## config.mk

```make
export PLATFORM = sky130hd
export DESIGN_NAME = knock_rhythm_matcher
export DESIGN_NICKNAME = d
export VERILOG_FILES = /design/src/krm_pkg.sv /design/src/krm_div.sv /design/src/krm_dp.sv /design/src/krm_ctrl.sv /design/src/knock_rhythm_matcher.sv
export SDC_FILE = /design/constraint.sdc
export NUM_CORES = 2
export LEC_CHECK = 0
export BUFFER_PORTS_ARGS = -buffer_cell sky130_fd_sc_hd__buf_2
export CORE_MARGIN = 3
export CORE_UTILIZATION = 32
export DETAILED_ROUTE_END_ITERATION = 10
export PLACE_DENSITY = 0.46
export SETUP_SLACK_MARGIN = 0.02
export SLEW_MARGIN = 15
export SYNTH_ARGS = -nofsm -noshare
export SYNTH_HDL_FRONTEND = slang
export SYNTH_HIERARCHICAL = 1
export SYNTH_SLANG_ARGS = --single-unit
```

## constraint.sdc

```tcl
create_clock -name clk -period 21 [get_ports clk]
set_input_delay 4.2 -clock clk [delete_from_list [all_inputs] [get_ports clk]]
set_output_delay 4.2 -clock clk [all_outputs]
set_load 0.05 [all_outputs]
```

## src/krm_pkg.sv

```systemverilog
// ----------------------------------------------------------------------------
// krm_pkg: shared types and constants of the knock rhythm matcher
// Field widths, register codes, tick phases and the controller command and
// status groups.
// ----------------------------------------------------------------------------
package krm_pkg;

	localparam int SAMPLE_W   = 16;      // signed converter reading
	localparam int THR_W      = 15;      // knock threshold
	localparam int WAIT_W     = 16;      // debounce and open hold counts
	localparam int TOL_W      = 7;       // tolerance in percent
	localparam int DES_W      = 24;      // desired interval
	localparam int DES_CNT    = 4;       // desired interval registers
	localparam int DES_IDX_W  = 2;
	localparam int CFG_IDX_W  = 3;
	localparam int CFG_DATA_W = 24;
	localparam int OUT_W      = 8;       // result word, zero padded

	// normalized entries are at most 10000, so 14 quotient bits
	localparam int NORM_W = 14;
	localparam logic [NORM_W-1:0] NORM_SCALE = 14'd10000;

	// tolerance check: 100*m, 100*d and d*tol all stay below 2^22
	localparam int CHECK_W = 22;
	localparam logic [6:0] PERCENT = 7'd100;

	localparam logic [THR_W-1:0]  THR_RESET  = 15'd600;
	localparam logic [WAIT_W-1:0] DEB_RESET  = 16'd50;
	localparam logic [TOL_W-1:0]  TOL_RESET  = 7'd60;
	localparam logic [WAIT_W-1:0] HOLD_RESET = 16'd500;
	localparam logic [DES_W-1:0]  DES_RESET  = 24'd2000;

	typedef enum logic [CFG_IDX_W-1:0] {
		CFG_THRESHOLD = 3'd0,
		CFG_DEBOUNCE  = 3'd1,
		CFG_TOLERANCE = 3'd2,
		CFG_OPEN_HOLD = 3'd3,
		CFG_DESIRED_0 = 3'd4,
		CFG_DESIRED_1 = 3'd5,
		CFG_DESIRED_2 = 3'd6,
		CFG_DESIRED_3 = 3'd7
	} cfg_idx_t;

	typedef enum logic [1:0] {
		PH_IDLE   = 2'd0,
		PH_TIMING = 2'd1,
		PH_OPEN   = 2'd2
	} phase_t;

	// controller -> datapath
	typedef struct packed {
		logic capture;    // input word taken this edge
		logic tick;       // apply one tick to the knock state
		logic sum;        // accumulate entry idx into both sums
		logic div_d;      // start desired entry normalization
		logic div_m;      // keep desired quotient, start measured one
		logic check;      // tolerance check of entry idx
		logic fin;        // apply match outcome
		logic out_load;   // write result register
	} krm_cmd_t;

	// datapath -> controller
	typedef struct packed {
		logic out_free;   // result register free at this edge
		logic complete;   // tick closes a pattern
		logic sum_zero;   // a sum is zero, no match
		logic div_busy;
	} krm_sts_t;

endpackage

```

## src/krm_div.sv

```systemverilog
// ----------------------------------------------------------------------------
// krm_div: restoring divider for the normalizing step
// One quotient bit per cycle; the quotient is known to fit in NORM_W bits.
// ----------------------------------------------------------------------------
module krm_div
	import krm_pkg::*;
#(
	parameter int NUM_W = 38,
	parameter int DEN_W = 25
) (
	input  logic              clk,
	input  logic              arst_n,
	input  logic              start,
	input  logic [NUM_W-1:0]  num,
	input  logic [DEN_W-1:0]  den,
	output logic              busy,
	output logic [NORM_W-1:0] quo
);

	localparam int CMP_W = DEN_W + NORM_W;
	localparam int CNT_W = $clog2(NORM_W);

	logic [NUM_W-1:0]  rem_q;
	logic [CMP_W-1:0]  dsh_q;
	logic [NORM_W-1:0] quo_q;
	logic [CNT_W-1:0]  cnt_q;
	logic              busy_q;
	logic              ge;

	assign ge = CMP_W'(rem_q) >= dsh_q;

	always_ff @(posedge clk or negedge arst_n) begin
		if (!arst_n) begin
			busy_q <= 1'b0;
			cnt_q  <= '0;
		end else if (start) begin
			busy_q <= 1'b1;
			cnt_q  <= CNT_W'(NORM_W - 1);
		end else if (busy_q) begin
			cnt_q <= cnt_q - 1'b1;
			if (cnt_q == '0) begin
				busy_q <= 1'b0;
			end
		end
	end

	always_ff @(posedge clk) begin
		if (start) begin
			rem_q <= num;
			dsh_q <= CMP_W'(den) << (NORM_W - 1);
			quo_q <= '0;
		end else if (busy_q) begin
			if (ge) begin
				rem_q <= rem_q - dsh_q[NUM_W-1:0];
			end
			quo_q <= {quo_q[NORM_W-2:0], ge};
			dsh_q <= dsh_q >> 1;
		end
	end

	assign busy = busy_q;
	assign quo  = quo_q;

endmodule

```

## src/krm_dp.sv

```systemverilog
// ----------------------------------------------------------------------------
// krm_dp: datapath of the knock rhythm matcher
// Config registers, knock timing state, interval store, pattern sums,
// divider, tolerance check and the result register.
// ----------------------------------------------------------------------------
module krm_dp
	import krm_pkg::*;
#(
	parameter int PATTERN_LEN = 2,
	parameter int INTERVAL_BITS = 24,
	localparam int IDX_W = (PATTERN_LEN > 1) ? $clog2(PATTERN_LEN) : 1
) (
	input  logic                  clk,
	input  logic                  arst_n,
	input  logic [SAMPLE_W-1:0]   s_tdata,
	output logic                  m_tvalid,
	input  logic                  m_tready,
	output logic [OUT_W-1:0]      m_tdata,
	input  logic                  cfg_valid,
	output logic                  cfg_ready,
	input  logic [CFG_IDX_W-1:0]  cfg_index,
	input  logic [CFG_DATA_W-1:0] cfg_data,
	input  krm_cmd_t              cmd,
	input  logic [IDX_W-1:0]      idx,
	output krm_sts_t              sts
);

	localparam int VAL_W = (INTERVAL_BITS > DES_W) ? INTERVAL_BITS : DES_W;
	localparam int SUM_W = VAL_W + $clog2(PATTERN_LEN);
	localparam int NUM_W = VAL_W + NORM_W;

	// configuration
	logic [THR_W-1:0]  thr_q;
	logic [WAIT_W-1:0] deb_q;
	logic [TOL_W-1:0]  tol_q;
	logic [WAIT_W-1:0] hold_q;
	logic [DES_W-1:0]  des_q [DES_CNT];

	// knock state
	logic [SAMPLE_W-1:0]      sample_q;
	phase_t                   phase_q, phase_n;
	logic [IDX_W-1:0]         kc_q, kc_n;
	logic [INTERVAL_BITS-1:0] gap_q, gap_n, gap_inc;
	logic [WAIT_W-1:0]        wait_q, wait_n;
	logic [INTERVAL_BITS-1:0] store_q [PATTERN_LEN];
	logic                     store_we;
	logic                     knock;
	logic                     complete;

	// match evaluation
	logic [SUM_W-1:0]  dsum_q, msum_q;
	logic [NORM_W-1:0] d_q, quo;
	logic              ok_q, div_busy, match, pass;
	logic [VAL_W-1:0]  des_val, int_val;
	logic [NUM_W-1:0]  div_num;
	logic [CHECK_W-1:0] d100, m100, dev;

	// result register
	logic out_full_q, lock_q, done_q, match_q;

	assign cfg_ready = 1'b1;

	always_ff @(posedge clk or negedge arst_n) begin
		if (!arst_n) begin
			thr_q  <= THR_RESET;
			deb_q  <= DEB_RESET;
			tol_q  <= TOL_RESET;
			hold_q <= HOLD_RESET;
			for (int i = 0; i < DES_CNT; i++) begin
				des_q[i] <= DES_RESET;
			end
		end else if (cfg_valid) begin
			unique case (cfg_index) inside
				CFG_THRESHOLD: thr_q  <= cfg_data[THR_W-1:0];
				CFG_DEBOUNCE:  deb_q  <= cfg_data[WAIT_W-1:0];
				CFG_TOLERANCE: tol_q  <= cfg_data[TOL_W-1:0];
				CFG_OPEN_HOLD: hold_q <= cfg_data[WAIT_W-1:0];
				CFG_DESIRED_0, CFG_DESIRED_1, CFG_DESIRED_2, CFG_DESIRED_3: begin
					des_q[cfg_index[DES_IDX_W-1:0]] <= cfg_data[DES_W-1:0];
				end
			endcase
		end
	end

	// ---- one tick of knock timing ----
	assign knock   = $signed(sample_q) >= $signed({1'b0, thr_q});
	assign gap_inc = (phase_q == PH_TIMING && gap_q != {INTERVAL_BITS{1'b1}}) ?
		gap_q + 1'b1 : gap_q;

	always_comb begin
		phase_n  = phase_q;
		kc_n     = kc_q;
		gap_n    = gap_inc;
		wait_n   = wait_q;
		store_we = 1'b0;
		complete = 1'b0;
		if (wait_q != '0) begin
			wait_n = wait_q - 1'b1;
			if (wait_q == WAIT_W'(1) && phase_q == PH_OPEN) begin
				phase_n = PH_IDLE;
			end
		end else if (knock) begin
			gap_n  = '0;
			wait_n = deb_q;
			if (phase_q == PH_TIMING) begin
				store_we = 1'b1;
				if (kc_q == IDX_W'(PATTERN_LEN - 1)) begin
					// last gap: outcome applied after the match check
					complete = 1'b1;
					kc_n     = '0;
					phase_n  = PH_IDLE;
				end else begin
					kc_n = kc_q + 1'b1;
				end
			end else begin
				phase_n = PH_TIMING;
				kc_n    = '0;
			end
		end
	end

	assign sts.complete = complete;

	assign match = ok_q && !sts.sum_zero;

	always_ff @(posedge clk or negedge arst_n) begin
		if (!arst_n) begin
			phase_q <= PH_IDLE;
			kc_q    <= '0;
			gap_q   <= '0;
			wait_q  <= '0;
		end else if (cmd.tick) begin
			phase_q <= phase_n;
			kc_q    <= kc_n;
			gap_q   <= gap_n;
			wait_q  <= wait_n;
		end else if (cmd.fin && match) begin
			if (hold_q != '0) begin
				phase_q <= PH_OPEN;
				wait_q  <= hold_q;
			end else begin
				wait_q <= '0;
			end
		end
	end

	always_ff @(posedge clk) begin
		if (cmd.capture) begin
			sample_q <= s_tdata;
		end
		if (cmd.tick && store_we) begin
			store_q[kc_q] <= gap_inc;
		end
	end

	// ---- match evaluation ----
	assign des_val = VAL_W'(des_q[DES_IDX_W'(idx)]);
	assign int_val = VAL_W'(store_q[idx]);
	assign sts.sum_zero = (dsum_q == '0) || (msum_q == '0);

	assign div_num = (cmd.div_m ? NUM_W'(int_val) : NUM_W'(des_val)) * NUM_W'(NORM_SCALE);

	krm_div #(
		.NUM_W (NUM_W),
		.DEN_W (SUM_W)
	) u_div (
		.clk    (clk),
		.arst_n (arst_n),
		.start  (cmd.div_d | cmd.div_m),
		.num    (div_num),
		.den    (cmd.div_m ? msum_q : dsum_q),
		.busy   (div_busy),
		.quo    (quo)
	);

	assign sts.div_busy = div_busy;

	// lower bound: 100*m + d*tol >= 100*d; upper: 100*m <= 100*d + d*tol
	assign d100 = CHECK_W'(d_q) * CHECK_W'(PERCENT);
	assign m100 = CHECK_W'(quo) * CHECK_W'(PERCENT);
	assign dev  = CHECK_W'(d_q) * CHECK_W'(tol_q);
	assign pass = (m100 + dev >= d100) && (m100 <= d100 + dev);

	always_ff @(posedge clk) begin
		if (cmd.sum) begin
			if (idx == '0) begin
				dsum_q <= SUM_W'(des_val);
				msum_q <= SUM_W'(int_val);
				ok_q   <= 1'b1;
			end else begin
				dsum_q <= dsum_q + SUM_W'(des_val);
				msum_q <= msum_q + SUM_W'(int_val);
			end
		end
		if (cmd.div_m) begin
			d_q <= quo;
		end
		if (cmd.check && !pass) begin
			ok_q <= 1'b0;
		end
	end

	// ---- result register ----
	assign sts.out_free = !out_full_q || m_tready;

	always_ff @(posedge clk or negedge arst_n) begin
		if (!arst_n) begin
			out_full_q <= 1'b0;
		end else if (cmd.out_load) begin
			out_full_q <= 1'b1;
		end else if (m_tready) begin
			out_full_q <= 1'b0;
		end
	end

	always_ff @(posedge clk) begin
		if (cmd.out_load) begin
			if (cmd.fin) begin
				lock_q  <= match && (hold_q != '0);
				done_q  <= 1'b1;
				match_q <= match;
			end else begin
				lock_q  <= (phase_n == PH_OPEN);
				done_q  <= 1'b0;
				match_q <= 1'b0;
			end
		end
	end

	assign m_tvalid = out_full_q;
	assign m_tdata  = {{(OUT_W - 3){1'b0}}, match_q, done_q, lock_q};

endmodule

```

## src/krm_ctrl.sv

```systemverilog
// ----------------------------------------------------------------------------
// krm_ctrl: sequencer of the knock rhythm matcher
// Takes a sample, runs its tick, and at pattern end walks the entries
// through sums, two divisions each and the tolerance check.
// ----------------------------------------------------------------------------
module krm_ctrl
	import krm_pkg::*;
#(
	parameter int PATTERN_LEN = 2,
	localparam int IDX_W = (PATTERN_LEN > 1) ? $clog2(PATTERN_LEN) : 1
) (
	input  logic             clk,
	input  logic             arst_n,
	input  logic             s_tvalid,
	output logic             s_tready,
	input  krm_sts_t         sts,
	output krm_cmd_t         cmd,
	output logic [IDX_W-1:0] idx
);

	typedef enum logic [3:0] {
		ST_IN,
		ST_TICK,
		ST_SUM,
		ST_DIV_D,
		ST_WAIT_D,
		ST_DIV_M,
		ST_WAIT_M,
		ST_CHECK,
		ST_FIN
	} state_t;

	state_t           state_q, state_n;
	logic [IDX_W-1:0] idx_q, idx_n;
	logic             last;

	assign last = idx_q == IDX_W'(PATTERN_LEN - 1);

	always_comb begin
		state_n  = state_q;
		idx_n    = idx_q;
		cmd      = '0;
		s_tready = 1'b0;
		unique case (state_q)
			ST_IN: begin
				s_tready    = 1'b1;
				cmd.capture = s_tvalid;
				if (s_tvalid) begin
					state_n = ST_TICK;
				end
			end
			ST_TICK: begin
				if (sts.out_free) begin
					cmd.tick = 1'b1;
					if (sts.complete) begin
						idx_n   = '0;
						state_n = ST_SUM;
					end else begin
						cmd.out_load = 1'b1;
						state_n      = ST_IN;
					end
				end
			end
			ST_SUM: begin
				cmd.sum = 1'b1;
				if (last) begin
					idx_n   = '0;
					state_n = ST_DIV_D;
				end else begin
					idx_n = idx_q + 1'b1;
				end
			end
			ST_DIV_D: begin
				if (sts.sum_zero) begin
					state_n = ST_FIN;
				end else begin
					cmd.div_d = 1'b1;
					state_n   = ST_WAIT_D;
				end
			end
			ST_WAIT_D: begin
				if (!sts.div_busy) begin
					state_n = ST_DIV_M;
				end
			end
			ST_DIV_M: begin
				cmd.div_m = 1'b1;
				state_n   = ST_WAIT_M;
			end
			ST_WAIT_M: begin
				if (!sts.div_busy) begin
					state_n = ST_CHECK;
				end
			end
			ST_CHECK: begin
				cmd.check = 1'b1;
				if (last) begin
					state_n = ST_FIN;
				end else begin
					idx_n   = idx_q + 1'b1;
					state_n = ST_DIV_D;
				end
			end
			ST_FIN: begin
				cmd.fin      = 1'b1;
				cmd.out_load = 1'b1;
				state_n      = ST_IN;
			end
			default: begin
				state_n = ST_IN;
			end
		endcase
	end

	always_ff @(posedge clk or negedge arst_n) begin
		if (!arst_n) begin
			state_q <= ST_IN;
			idx_q   <= '0;
		end else begin
			state_q <= state_n;
			idx_q   <= idx_n;
		end
	end

	assign idx = idx_q;

endmodule

```

## src/knock_rhythm_matcher.sv

```systemverilog
// ----------------------------------------------------------------------------
// knock_rhythm_matcher: knock rhythm lock
// Detects knocks in a sample stream, times the gaps between them and, once
// a full pattern is captured, compares its normalized shape with the
// configured one; a match opens the lock for a hold time.
// ----------------------------------------------------------------------------
//
//  channel | dir | handshake          | word
//  --------+-----+--------------------+--------------------------------------
//  s_*     | in  | s_tvalid/s_tready  | one sample per tick
//  m_*     | out | m_tvalid/m_tready  | one result per sample
//  cfg_*   | in  | cfg_valid/cfg_ready| register write, always ready
//
//  A sample passes through an accept and a tick step. A sample that closes
//  a pattern then runs one sum step per entry, then per entry two divider
//  runs (start, busy, a step to see it done) plus a tolerance check. The
//  divider is the one shared long-latency unit. The next sample is accepted
//  while the previous result still waits; the tick stalls only if that
//  result is still not taken.
//  Reset clears config to defaults and the block to waiting for a first
//  knock; no clearing pass is needed.
// ----------------------------------------------------------------------------
module knock_rhythm_matcher
	import krm_pkg::*;
#(
	parameter int PATTERN_LEN = 2,      // 1..4 intervals per pattern
	parameter int INTERVAL_BITS = 24    // 16..32, gap counter width
) (
	input  logic                  clk,
	input  logic                  arst_n,
	// sample stream
	input  logic                  s_tvalid,
	output logic                  s_tready,
	input  logic [SAMPLE_W-1:0]   s_tdata,    // [15:0] sample (signed)
	// result stream
	output logic                  m_tvalid,
	input  logic                  m_tready,
	output logic [OUT_W-1:0]      m_tdata,    // [0] lock_open, [1] pattern_done,
	                                          // [2] matched, [7:3] zero
	// register writes
	input  logic                  cfg_valid,
	output logic                  cfg_ready,
	input  logic [CFG_IDX_W-1:0]  cfg_index,
	input  logic [CFG_DATA_W-1:0] cfg_data
);

	localparam int IDX_W = (PATTERN_LEN > 1) ? $clog2(PATTERN_LEN) : 1;

	krm_cmd_t         cmd;
	krm_sts_t         sts;
	logic [IDX_W-1:0] idx;

	// sequencing: tick, sums, divisions, check, outcome
	krm_ctrl #(
		.PATTERN_LEN (PATTERN_LEN)
	) u_ctrl (
		.clk      (clk),
		.arst_n   (arst_n),
		.s_tvalid (s_tvalid),
		.s_tready (s_tready),
		.sts      (sts),
		.cmd      (cmd),
		.idx      (idx)
	);

	// registers, knock state, divider and result word
	krm_dp #(
		.PATTERN_LEN   (PATTERN_LEN),
		.INTERVAL_BITS (INTERVAL_BITS)
	) u_dp (
		.clk       (clk),
		.arst_n    (arst_n),
		.s_tdata   (s_tdata),
		.m_tvalid  (m_tvalid),
		.m_tready  (m_tready),
		.m_tdata   (m_tdata),
		.cfg_valid (cfg_valid),
		.cfg_ready (cfg_ready),
		.cfg_index (cfg_index),
		.cfg_data  (cfg_data),
		.cmd       (cmd),
		.idx       (idx),
		.sts       (sts)
	);

endmodule
```

# Word-level counts from Yosys, hierarchy flattened
# Memories as Yosys holds them, arrays and structs flattened.
# Index checks and enable logic that the tools add are counted.
[word_totals]
ff_bits = 378
latch_bits = 0
mem_bits_rw = 48
mem_bits_ro = 0
elab_cells = 205
mem_count = 1
[op_classes]
add_sub_neg = 10
mul = 4
div = 0
n_lt_le_gt_ge = 7
n_eq_ne = 27
shifts = 0
muxes = 78
bitwise = 5
n_reduce_logical = 41
[memory_table]
columns = ["memory", "depth", "word_bits", "rd", "rd_clocked_by_memory_dff", "write_ports", "line_no", "rtl"]
rows = [
  ["u_dp.store_q", 2, 24, 1, 0, 1, "krm_dp.sv:45", "logic [INTERVAL_BITS-1:0] store_q [PATTERN_LEN];"],
]
[ops]
columns = ["op", "n"]
rows = [
  ["$mux W24", 9],
  ["$mux W38", 5],
  ["$bwmux W96", 1],
  ["$mux W16", 5],
  ["$add A25 B24 Y25", 2],
  ["$logic_not A25 Y1", 2],
  ["$bmux W24 S2", 1],
  ["$demux W24 S2", 1],
  ["$add A21 B21 Y22", 2],
  ["$ge A38 B38 Y1", 1],
  ["$mul A14 B5 Y19 const B", 2],
  ["$mul A38 B10 Y34 const B", 1],
  ["$sub A38 B38 Y38", 1],
  ["$mux W4", 9],
  ["$mux W1", 34],
  ["$pmux W4 S8", 1],
  ["$reduce_bool A16 Y1", 2],
  ["$mux W25", 1],
  ["$add A24 B1 Y24 const B", 1],
  ["$ne A24 B24 Y1 const B", 1],
  ["$ge A22 B21 Y1", 1],
  ["$le A21 B22 Y1", 1],
  ["$mul A14 B7 Y21", 1],
  ["$reduce_and A2 Y1", 10],
  ["other kinds (36)", 77],
]

# Logic depth before layout (Yosys ltp)
[logic_depth]
ltp_word = 8
ltp_mapped = 35
depth_no_buf = 34

# By module
# Netlist, hierarchy kept.
[modules_own_cells]
columns = ["module", "n_inst", "cells_each", "area_each_um2", "seq_area_each_um2"]
rows = [
  ["krm_dp", 1, 2862, 27527.7, 7643.6],
  ["krm_div", 1, 719, 6369.9, 2557.5],
  ["krm_ctrl", 1, 47, 407.9, 125.1],
]

# Worst setup path after synthesis
# Ideal clock, no wire load.
[synth_timing]
kind = "register to register"
startpoint = "register u_dp.tol_q[5]"
endpoint = "register u_dp.ok_q"
arrival_time_ps = 7274
required_time_ps = 20941
setup_slack_ps = 13667
stages_incl_launch_ff = 34
path_buffers = 1
period_less_slack_ps = 7333
path_cell_list = "dfstp_2 clkbuf_1 nand2_1 fa_1 fa_1 inv_1 fa_1 inv_1 fa_1 inv_1 ha_1 a21o_1 a211oi_1 a211oi_1 or2_2 o21ai_0 nor2b_1 xnor2_1 ha_1 a21o_1 a211oi_1 nor3_1 nor3_1 a21oi_1 xnor2_1 ha_1 nand3_1 or2_2 nor2_1 nand4_1 nand2_1 nor4b_1 a31oi_1 o31a_1"
[synth_via]
elab_chain_len = 6
[synth_rtl]
columns = ["item", "line_no", "rtl"]
rows = [
  ["from (decl)", "krm_dp.sv:35", "logic [TOL_W-1:0] tol_q;"],
  ["from (signal assigned)", "krm_dp.sv:76", "CFG_TOLERANCE: tol_q <= cfg_data[TOL_W-1:0];"],
  ["$mul A14 B7 Y21 *", "krm_dp.sv:181", "assign dev = CHECK_W'(d_q) * CHECK_W'(tol_q);"],
  ["$add A21 B21 Y22", "krm_dp.sv:182", "assign pass = (m100 + dev >= d100) && (m100 <= d100 + dev);"],
  ["$ge A22 B21 Y1 or $le A21 B22 Y1 (tied branches)", "krm_dp.sv:182", ""],
  ["$logic_and A1 B1 Y1 *", "krm_dp.sv:182", ""],
  ["$logic_not A1 Y1 *", "krm_dp.sv:198", "if (cmd.check && !pass) begin"],
  ["$logic_and A1 B1 Y1 *", "krm_dp.sv:198", ""],
  ["to (signal assigned)", "krm_dp.sv:189", "ok_q <= 1'b1;"],
  ["to (signal assigned)", "krm_dp.sv:199", "ok_q <= 1'b0;"],
  ["to (decl)", "krm_dp.sv:53", "logic ok_q, div_busy, match, pass;"],
]
# Mark *: on every way between the ends. The rest lies on a longest branch, timed or not.
# A chain may end at the register's enable or synchronous reset.

# Worst setup path in the final report
[layout_timing]
startpoint = "register u_dp.d_q[5]"
endpoint = "register u_dp.ok_q"
[layout_via]
elab_chain_len = 6
[layout_rtl]
columns = ["item", "line_no", "rtl"]
rows = [
  ["from (decl)", "krm_dp.sv:52", "logic [NORM_W-1:0] d_q, quo;"],
  ["from (signal assigned)", "krm_dp.sv:196", "d_q <= quo;"],
  ["$mul A14 B7 Y21 or $mul A14 B5 Y19 (tied branches)", "krm_dp.sv:181, krm_dp.sv:179", ""],
  ["$add A21 B21 Y22", "krm_dp.sv:182", ""],
  ["$ge A22 B21 Y1 or $le A21 B22 Y1 (tied branches)", "krm_dp.sv:182", ""],
  ["$logic_and A1 B1 Y1 *", "krm_dp.sv:182", ""],
  ["$logic_not A1 Y1 *", "krm_dp.sv:198", ""],
  ["$logic_and A1 B1 Y1 *", "krm_dp.sv:198", ""],
]
# Marks and branches as above.

==> flow_metrics.py <==
metrics = {
    "outcome": {
        "status": "finished, final reports clean",
    },
    "logic_synthesis": {
        "yosysWarningCount": 6,
        "syn_area_sq_um": 34300,
        "synthArstFlopShare_pct": 41.3,
        "synth_top_flop_cell": "edfxtp_1",
        "synth_edf_count": 194,
        "ys_top_cells_by_count": "inv_1, ha_1, nand2_1",
        "synth.largest_area_cell": "edfxtp_1",
        "netlist_instances": 3628,
        "synth_cell_type_count": 101,
        "seq_area_frac_synth_pct": 30.1,
        "post-synth-top-count-cell": "inv_1",
        "ys_top_cells_by_area": "edfxtp_1, ha_1, dfrtp_1",
        "yosysTopAreaCellShare_pct": 17.0,
        "synth_area_per_cell_sq_um": 9.46,
        "yosys_register_bits": 378,
    },
    "clock_tree": {
        "cts_num_sinks": 378,
        "clockBufferDepth": 3,
        "path_clk_slew_ns": 0.06,
        "htree_levels": 2,
        "clk_latency_ns": 0.62,
        "postCtsSetupBuffers": 0,
        "numCtsBuffers": 48,
        "cts_tree": "done",
        "post_cts_resized": 0,
        "cts-root-buf": "clkbuf_16",
        "cts.hold.buffers_added": 0,
    },
    "die": {
        "die_y_um": 333,
        "coreArea_sq_um": 106000,
        "die_width_um": 333,
        "ios": 59,
        "initial_core_util_pct": 32.4,
        "rows": 119,
        "dieArea_sq_um": 111000,
    },
    "global_route": {
        "grt_pass1_wl_um": 144000,
        "track_usage_pct": 16.1,
        "grt_max_degree": 63,
        "grt_pass1_vias": 25020,
        "antenna_found_initial": 1,
        "grt_overflow": 0,
    },
    "routing": {
        "vias_per_cell": 5.02,
        "drt-total-wl_um": 90900,
        "dr.first_iter.drc_count": 1288,
        "drc_errors": 0,
        "ant_nets": 0,
        "num_vias": 25577,
        "wl_per_cell_um": 17.8,
        "drt_first_pass_iters": 5,
    },
    "setup_path": {
        "r2r_slack_ns": 12.82,
        "crit_family": "adder cells",
        "slowest_stage": "edfxtp_1",
        "critPathLaunchType": "flip-flop",
        "slowest_delay_ns": 0.61,
        "critPathArrivalTime_ns": 8.75,
        "crit_required_ns": 21.57,
        "crit_path_end_kind": "flip-flop",
        "cp_num_buf_inv": 4,
        "path_max_fanout": 10,
        "path_class": "reg2reg",
    },
    "placed_design": {
        "dpl_cell_area_sq_um": 36000,
        "pre_cts_slack_ns": 12.87,
        "routabilityCongestion": 0.804,
        "placement.io_buffers": 52,
        "hpwlAfterDp_um": 69700,
    },
    "cells_and_area": {
        "final_util_pct": 35.5,
        "syn_to_final_growth_pct": 9.64,
        "final_nets": 4256,
        "diodes": 0,
        "nFillCells": 10883,
        "final_cell_area_sq_um": 37600,
        "drive_above_1_share_pct": 11.4,
    },
    "sta": {
        "min_period_ns": 8.18,
        "drv_slew": 0,
        "worstMarginPinSlew_ns": 1.12,
        "finalSetupTns_ns": 0,
        "fin_crit_sh_pct": 38.9,
        "hold_viol_final": 0,
        "rsz0062_at_grt": "no",
        "slew_headroom_pct": 24.8,
        "setup_ws_ns": 12.82,
        "fmax_mhz": 122,
        "setup_violations": 0,
        "clock_skew_ns": 0.0391,
    },
    "hold_path": {
        "hp-class": "reg2reg",
    },
    "run": {
        "maxCapViolCount": 0,
    },
}
-- sequential cells by signal, indices dropped and copies added, names as in the netlist, 24 cells and up --
name,flops
u_dp/msum_q,25
u_dp/u_div/dsh_q,38
u_dp/dsum_q,25
u_dp/store_q,48
u_dp/gap_q,24
u_dp/u_div/rem_q,38
u_dp/des_q,48
-- cell type report --
type | count | area (sq um) | area share, %
multi-input combinational | 2679 | 21700 | 57.7
sequential | 378 | 10300 | 27.5
inverter | 469 | 1760 | 4.68
tap | 1391 | 1740 | 4.63
clock buffer | 62 | 1310 | 3.47
timing repair buffer | 85 | 514 | 1.37
clock inverter | 28 | 265 | 0.705
-- metrics by stage --
stage / hold slack, ns / instances
floorplan: 0.465 / 3636
finish: 0.501 / 5092
global route: 0.509 / 5092
detailed placement: 0.488 / 5002
global placement: 0.485 / 5002
CTS: 0.504 / 5092
-- kinds of logic after synthesis --
logic type / Yosys count / synth area share, %
compound gates: 776 / 14.8
xor+xnor: 177 / 4.52
fa+ha+maj: 547 / 23.0
buf+inv: 579 / 6.87
flops: 378 / 30.1
mux: 208 / 6.67
other cells: 2 / 0.0219
simple gates: 961 / 13.9
-- worst paths after layout --
kind	start	end	cells past startpoint
worst max-delay path	u_dp/d_q[5]	u_dp/ok_q	33
worst min-delay path	u_dp/des_q[60]	u_dp/des_q[60]	1
worst max register to register	u_dp/d_q[5]	u_dp/ok_q	33
worst min register to register	u_dp/des_q[60]	u_dp/des_q[60]	1
max in group asynchronous	arst_n	u_dp/des_q[68]	2
min in group asynchronous	arst_n	u_dp/wait_q[11]	1
-- metal layers --
metal  routed length [um]  global-route usage, %  share of wire, %  up-vias
met5                    0                      0                 0        -
met4                 1950                   3.71               2.2        0
met3                 2830                   1.71               3.1       93
met2                40900                   25.8                45      347
met1                45200                   23.4                50    12332
li1                     -                      -                 -    12805
-- worst register-to-register path: cells and delay by family, from the launching register on --
kind / cells / cell delay (ns)
fa+ha+maj: 7 / 3.05
compound gates: 9 / 2.25
simple gates: 11 / 1.76
flops: 1 / 0.61
xor+xnor: 2 / 0.27
buf+inv: 4 / 0.19
-- placed cells by master (no fill, tap or decap), types with 12 or more instances in the layout --
cell / n
inv_1: 466
ha_1: 406
nand2_1: 304
edfxtp_1: 194
nor2_1: 185
o21ai_0: 185
a21oi_1: 174
mux2_2: 164
fa_1: 141
dfrtp_1: 125
xnor2_1: 108
a21o_1: 104
and2_1: 91
xor2_1: 69
nor3_1: 63
nand3_1: 59
buf_2: 51
clkbuf_16: 49
nor2b_1: 46
mux2i_1: 44
a211oi_1: 38
o21a_1: 35
buf_4: 33
and3_1: 30
a31oi_1: 29
dfstp_2: 29
nor4_1: 28
dfxtp_1: 28
nand4_1: 26
or3_1: 21
nand2b_1: 20
o211ai_1: 20
o21bai_1: 19
o31ai_1: 17
or2_2: 16
a22o_1: 16
nor3b_1: 13
nor4b_1: 12
Power is left out: the tool's default activity adds up to more than one toggle a clock period on the data nets, which glitch-free logic cannot reach.
